[src/design/psd_pkg.sv]
// types and constants shared by the stride detector table modules
`default_nettype none

package psd_pkg;

   localparam int PSD_TABLE_DEPTH = 16;
   localparam logic [1:0] MAX_CONF = 2'd3;

   typedef enum logic [1:0] {
      OP_OBSERVE   = 2'd0,
      OP_SET_TERM  = 2'd1,
      OP_READ_TERM = 2'd2,
      OP_CLEAR     = 2'd3
   } op_type;

   typedef enum logic [1:0] {
      ST_IDLE,
      ST_READ,
      ST_CHECK,
      ST_UPDATE
   } state_type;

   // classified request as it sits in the queue
   typedef struct packed {
      op_type      op;
      logic        needs_scan;
      logic [63:0] pc;
      logic [63:0] address;
      logic [63:0] terminator;
   } cmd_type;

   // one table entry as held in the entry memory
   typedef struct packed {
      logic [63:0] pc;
      logic [63:0] last_address;
      logic [63:0] stride;
      logic [1:0]  confidence;
      logic [63:0] age;
      logic [63:0] terminator;
   } entry_type;

   typedef struct packed {
      logic               candidate_valid;
      logic [63:0]        candidate_pc;
      logic [63:0]        candidate_address;
      logic signed [63:0] candidate_stride;
      logic [63:0]        terminator_out;
   } rsp_type;

endpackage

`default_nettype wire

[src/design/psd_req_if.sv]
// request channel interface
`default_nettype none

interface psd_req_if;
   logic        valid;
   logic        ready;
   logic [1:0]  op;
   logic [63:0] pc;
   logic [63:0] address;
   logic [63:0] terminator_in;

   modport source (output valid, op, pc, address, terminator_in, input ready);
   modport sink (input valid, op, pc, address, terminator_in, output ready);
endinterface

`default_nettype wire

[src/design/psd_front.sv]
// request intake: decodes each request and holds it in a two-entry queue
`default_nettype none

module psd_front
   import psd_pkg::*;
(
   input  logic    clock,
   input  logic    reset,
   psd_req_if.sink req_chan,
   output logic    q_valid,
   output cmd_type q_cmd,
   input  logic    q_pop
);

   cmd_type    slot_ff [2];
   logic       wr_ptr_ff, wr_ptr_in;
   logic       rd_ptr_ff, rd_ptr_in;
   logic [1:0] count_ff, count_in;
   cmd_type    cmd;
   logic       push, pop;

   always_comb begin
      cmd.op         = op_type'(req_chan.op);
      cmd.needs_scan = (op_type'(req_chan.op) != OP_CLEAR);
      cmd.pc         = req_chan.pc;
      cmd.address    = req_chan.address;
      cmd.terminator = req_chan.terminator_in;
   end

   assign req_chan.ready = (count_ff != 2'd2);
   assign push           = req_chan.valid && req_chan.ready;
   assign q_valid        = (count_ff != 2'd0);
   assign pop            = q_pop && q_valid;
   assign q_cmd          = slot_ff[rd_ptr_ff];

   always_comb begin
      wr_ptr_in = push ? ~wr_ptr_ff : wr_ptr_ff;
      rd_ptr_in = pop ? ~rd_ptr_ff : rd_ptr_ff;
      count_in  = count_ff;
      if (push && !pop) begin
         count_in = count_ff + 2'd1;
      end else if (pop && !push) begin
         count_in = count_ff - 2'd1;
      end
   end

   always_ff @(posedge clock) begin
      if (reset) begin
         wr_ptr_ff <= 1'b0;
         rd_ptr_ff <= 1'b0;
         count_ff  <= 2'd0;
      end else begin
         wr_ptr_ff <= wr_ptr_in;
         rd_ptr_ff <= rd_ptr_in;
         count_ff  <= count_in;
      end
   end

   always_ff @(posedge clock) begin
      if (push) begin
         slot_ff[wr_ptr_ff] <= cmd;
      end
   end

endmodule

`default_nettype wire

[src/flat_wrapper.sv]
// flat-port wrapper written by rule: the top's interface ports become plain ports
module psd_front_flat import psd_pkg::*;
  (clock, reset, q_valid, q_cmd, q_pop, req_chan_valid, req_chan_op, req_chan_pc, req_chan_address, req_chan_terminator_in, req_chan_ready);
  psd_req_if req_chan_i ();
  input  logic clock;
  input  logic reset;
  output logic q_valid;
  output cmd_type q_cmd;
  input  logic q_pop;
  input wire logic [$bits(req_chan_i.valid)-1:0] req_chan_valid;
  input wire logic [$bits(req_chan_i.op)-1:0] req_chan_op;
  input wire logic [$bits(req_chan_i.pc)-1:0] req_chan_pc;
  input wire logic [$bits(req_chan_i.address)-1:0] req_chan_address;
  input wire logic [$bits(req_chan_i.terminator_in)-1:0] req_chan_terminator_in;
  output wire logic [$bits(req_chan_i.ready)-1:0] req_chan_ready;
  assign req_chan_i.valid = req_chan_valid;
  assign req_chan_i.op = req_chan_op;
  assign req_chan_i.pc = req_chan_pc;
  assign req_chan_i.address = req_chan_address;
  assign req_chan_i.terminator_in = req_chan_terminator_in;
  assign req_chan_ready = req_chan_i.ready;
  psd_front u_core (.clock(clock), .reset(reset), .req_chan(req_chan_i), .q_valid(q_valid), .q_cmd(q_cmd), .q_pop(q_pop));
endmodule
[config.mk]
export PLATFORM = sky130hd
export DESIGN_NAME = psd_front_flat
export DESIGN_NICKNAME = d
export VERILOG_FILES = /design/src/design/psd_pkg.sv /design/src/design/psd_req_if.sv /design/src/design/psd_front.sv /design/src/flat_wrapper.sv
export SDC_FILE = /design/constraint.sdc
export NUM_CORES = 1
export LEC_CHECK = 0
export BUFFER_PORTS_ARGS = -buffer_cell sky130_fd_sc_hd__buf_2
export CORE_ASPECT_RATIO = 2
export CORE_UTILIZATION = 45
export CTS_BUF_LIST = sky130_fd_sc_hd__clkbuf_8
export DETAILED_ROUTE_END_ITERATION = 6
export PLACE_DENSITY_LB_ADDON = 0.05
export SLEW_MARGIN = 10
export SYNTH_ARGS = -nofsm -noshare
export SYNTH_HDL_FRONTEND = slang
export SYNTH_SLANG_ARGS = --single-unit
[constraint.sdc]
create_clock -name clock -period 6.5 [get_ports clock]
set_clock_uncertainty 0.1 [all_clocks]
set_input_delay 0.65 -clock clock [delete_from_list [all_inputs] [get_ports clock]]
set_output_delay 0.65 -clock clock [all_outputs]
set_load 0.05 [all_outputs]
After elaboration in Yosys (flattened, before gate mapping)
Memory sizes are Yosys's and may differ from the RTL's. A register that Yosys moved wholly into a read port is not among the register bits.
Cells that the tools add are included.
Word-level totals
  register bits: 4
  output and inout bits: 197
  input port bits: 198
  memories: 1
  bits in writable memories: 390
Operators by class
  bitwise gates (word level): 2
  $add $sub $neg: 2
  reductions and logical operators: 8
  equality and inequality tests: 2
  mux-type cells: 6
Memories
  u_core.slot_ff: words 2, width 195, read ports 1, clocked after memory_dff 1, wr ports 1, RTL line psd_front.sv:15  | cmd_type slot_ff [2];
Operator list (number)
  $logic_and A1 B1 Y1: 4
  $mux W1: 4
  $mux W2: 2
  $ne A2 B2 Y1 const B: 2
  $reduce_bool A2 Y1: 2
  $add A2 B1 Y2 const B: 1
  $logic_not A1 Y1: 2
  $not A1 Y1: 2
  $sub A2 B1 Y2 const B: 1

Logic depth before layout (Yosys ltp)
  word-level depth: 6
  depth in mapped cells: 6
  depth with buffers taken out: 6

Worst setup path after synthesis
OpenSTA, ideal clock, no wires.
  path kind: reg2reg
  start point: register u_core.count_ff[0]
  end point: memory u_core.slot_ff[1][0] (netlist name), enable pin
  library setup time: 0.580 ns
  data arrival time: 5.507 ns
  setup slack: 0.312 ns
  path buffers: 0
  cell stages (with the launch flop): 3
  cell sequence: dfxtp_1 nand2b_1 and3_1
On the way
  cells in the longest elaborated chain, start to end: 4
RTL lines
  start, declared: RTL line psd_front.sv:18  | logic [1:0] count_ff, count_in;
  start signal, assigned: RTL line psd_front.sv:55  | count_ff <= count_in;
  $ne A2 B2 Y1: RTL line psd_front.sv:30  | assign req_chan.ready = (count_ff != 2'd2);
  named net req_chan_ready: RTL line flat_wrapper.sv:15  | output wire logic [$bits(req_chan_i.ready)-1:0] req_chan_ready;
  $logic_and A1 B1 Y1: RTL line psd_front.sv:31  | assign push = req_chan.valid && req_chan.ready;
  $mux W1: RTL line psd_front.sv:60  | if (push) begin
  $mux W1 (implied by the code): RTL line psd_front.sv:61  | slot_ff[wr_ptr_ff] <= cmd;
  end, declared: RTL line psd_front.sv:15
The timed path passes the listed nets, and every way through them passes these cells.

==> impl_metrics.yaml <==
status:
  status: "finished clean"
min_path:
  min_path_type: "in -> reg"
  worst_hold_path.endpoint: "u_core.slot_ff[0][30]"
  min_from: "req_chan_terminator_in[30]"
  min_path_cells: 1
grt:
  grtUsageTotal: 0.183
  grt_max_degree: 164
  antenna_found_initial: 10
  grt_pass1_vias: 7786
  grt_overflow: 0
  grt_pass1_wl_mm: 44.5
timing:
  min_period_ps: 3570
  worst_slew_pin_slew_ps: 1050
  hold_viol_final: 0
  period_share: 0.549
  fin_ws_ps: 2930
  finalSetupViolCount: 0
  relSlewSlack: 0.301
  slew_viol_final: 0
  tns_ps: 0
  rsz0062_at_grt: "no"
  fmax_mhz: 280
synth:
  synthArstFlopShare: 0
  ys_ff_latch: 395
  ys_types: 20
  netlist_area_mm2: 0.0149
  synth_seq_area_share: 0.792
  synth_flop_cell: "edfxtp_1"
  ys.warnings.count: 0
  synth_top_area_frac: 0.785
  yosysTopAreaCell: "edfxtp_1"
  synth_area_leaders: "edfxtp_1 (78%), mux2_4 (15%), mux2_2 (3.4%), buf_6 (1.4%), dfxtp_1 (0.67%)"
  syn_avg_cell_area_um2: 23.6
  synth_edf_count: 390
  syn_inst: 632
  syn_nets: 831
final_layout:
  finalNonFillerCells: 1544
  final_util: 0.558
  fin_nets: 1263
  areaGrowthSynthToFinish_pct: 22.8
  layout-drive-gt1-share: 0.607
critical_path:
  critical_path_class: "reg -> out"
  crit_arrival_ps: 2820
  cp-start-kind: "flip-flop"
  r2r_end: "u_core.slot_ff[0][40]"
  worstPathMaxFanout: 50
  crit_path_end_kind: "output pin"
  cp.required_ps: 5750
  regToRegStartpoint: "u_core.count_ff[0]"
  r2r_setup_slack_ps: 3690
  reg2reg_depth: 4
die:
  fp.coreArea_mm2: 0.0328
  rows: 94
  io_pins: 395
  die-width_um: 131
  dieArea_mm2: 0.0339
  initial_core_util: 0.455
  die-height_um: 260
routing:
  drt-initial-drc-count: 291
  vias: 7394
  drtPass1Iterations: 5
  drc: 0
  drtAntennaViolNets: 0
  wl_per_cell_um: 20.3
  wl_mm: 31.4
  via_per_inst: 4.79
clock_network:
  clockBufferDepth: 3
  ctsHoldBuffers: 0
  clk_transition_reported_paths_ps: 70
  clockRootBuffer: "clkbuf_8"
  clk_latency_ps: 600
  cts_resized: 0
  clock-sinks: 395
  tritoncts: "done"
  cts-buffers-inserted: 53
  post_cts_buffers: 0
  cts_max_level: 2
flow_run:
  maxCapViolCount: 0
placed_design:
  place_ws_ps: 3540
  dpl.cell_count: 1441
  place_hpwl_mm: 20.5
  place_congestion: 0.715
  portBuffers: 394
power:
  power.share.clock: 0.219
  sw_frac_of_total: 0.382
  p_comb_frac: 0.375
  p_sw_mw: 3.10
  power_density_mw_per_mm2: 442
  static-leakage-power_nw: 7.13
  pwr-share-seq: 0.406
  ir_drop_mv: 0.435
  p_int_mw: 5.00
## flip-flops by register name, summed over array words and instances (netlist names), named ones only
signal and flops:
u_core.wr_ptr_ff 1, u_core.count_ff 2, u_core.rd_ptr_ff 1, u_core.slot_ff 390
## metal layers
layer	vias up	part of all wire	GRT usage
met5	-	0.00083	0
met4	4	0.033	0.0881
li1	3394	-	-
met1	3630	0.32	0.174
met3	67	0.084	0.0635
met2	299	0.56	0.340
## synthesized netlist by cell type, types with 2 or more instances
cell      instances
mux2_2           45
dfxtp_1           5
buf_2             4
mux2_4          150
xor2_1            3
edfxtp_1        390
a21oi_1           2
nor2_1            3
o21ai_0           2
buf_6            18
## cells by family (layout without fill, tap and decap cells)
logic type               Yosys count  count (layout)  share of synthesized area
adder cells (fa/ha/maj)            1               1                   0.000839
buffers and inverters             23             495                     0.0152
AND/OR/NAND/NOR                   10              10                    0.00361
multiplexers                     195             195                      0.185
other                              0               8                          0
AO/OA/AOI/OAI                      5               5                    0.00201
XOR/XNOR                           3               3                    0.00176
flip-flops                       395             395                      0.792
## power by group through the flow
stage,clock network (mW),registers (mW),logic [mW]
global placement,0,3.33,3.06
floorplan,0,3.35,2.51
finish,1.77,3.29,3.04
global route,1.94,3.32,3.17
CTS,1.85,3.30,3.07
detailed placement,0,3.35,3.06
## metrics by stage
stage | instance area [um^2] | power, mW | hold slack, ps
2_1_floorplan | 14900 | 5.86 | 371
3_3_place_gp | 17300 | 6.40 | 397
3_5_place_dp | 17300 | 6.42 | 395
4_1_cts | 18300 | 8.22 | 66.9
5_1_grt | 18300 | 8.43 | 79.6
6_report | 18300 | 8.10 | 127
## area by class of cell
cell class | count | area, um^2
antenna | 8 | 20.0
tap | 432 | 541
multi-input combinational | 214 | 2890
inverter | 1 | 11.3
timing repair buffer | 399 | 2030
clock inverter | 34 | 168
clock buffer | 61 | 840
sequential | 395 | 11800
fill | 2654 | 14500
## critical path, stage by stage, from the launching register on
cell	delay, ps
dfxtp_4	690
buf_4	830
mux2_2	430
buf_2	210
## how the worst max path moves through the flow
stage,start,endpoint
floorplan,u_core.count_ff[0],u_core.slot_ff[1][0]
global placement,flip-flop,q_cmd[193]
detailed placement,flip-flop,q_cmd[192]
CTS,flip-flop,q_cmd[192]
global route,flip-flop,q_cmd[194]
finish,flip-flop,q_cmd[194]
## layout by cell type, fill, tap and decap left out, drive strengths merged
| cell type | netlist | routed |
|---|---|---|
| mux2 | 195 | 195 |
| o21ai | 2 | 2 |
| and2 | 1 | 1 |
| xor2 | 3 | 3 |
| and3 | 1 | 1 |
| nand3b | 1 | 1 |
| nor2 | 3 | 3 |
| nand2 | 1 | 1 |
| bufinv | 0 | 1 |
| edfxtp | 390 | 390 |
| a21oi | 2 | 2 |
| clkbuf | 0 | 61 |
| a21bo | 1 | 1 |
| or3 | 1 | 1 |
| clkinvlp | 0 | 1 |
| dfxtp | 5 | 5 |
| ha | 1 | 1 |
| nand2b | 1 | 1 |
| or2 | 1 | 1 |
| buf | 22 | 399 |
| clkinv | 0 | 18 |
| inv | 1 | 15 |
| diode | 0 | 8 |
(Power assumes the default switching activity.)
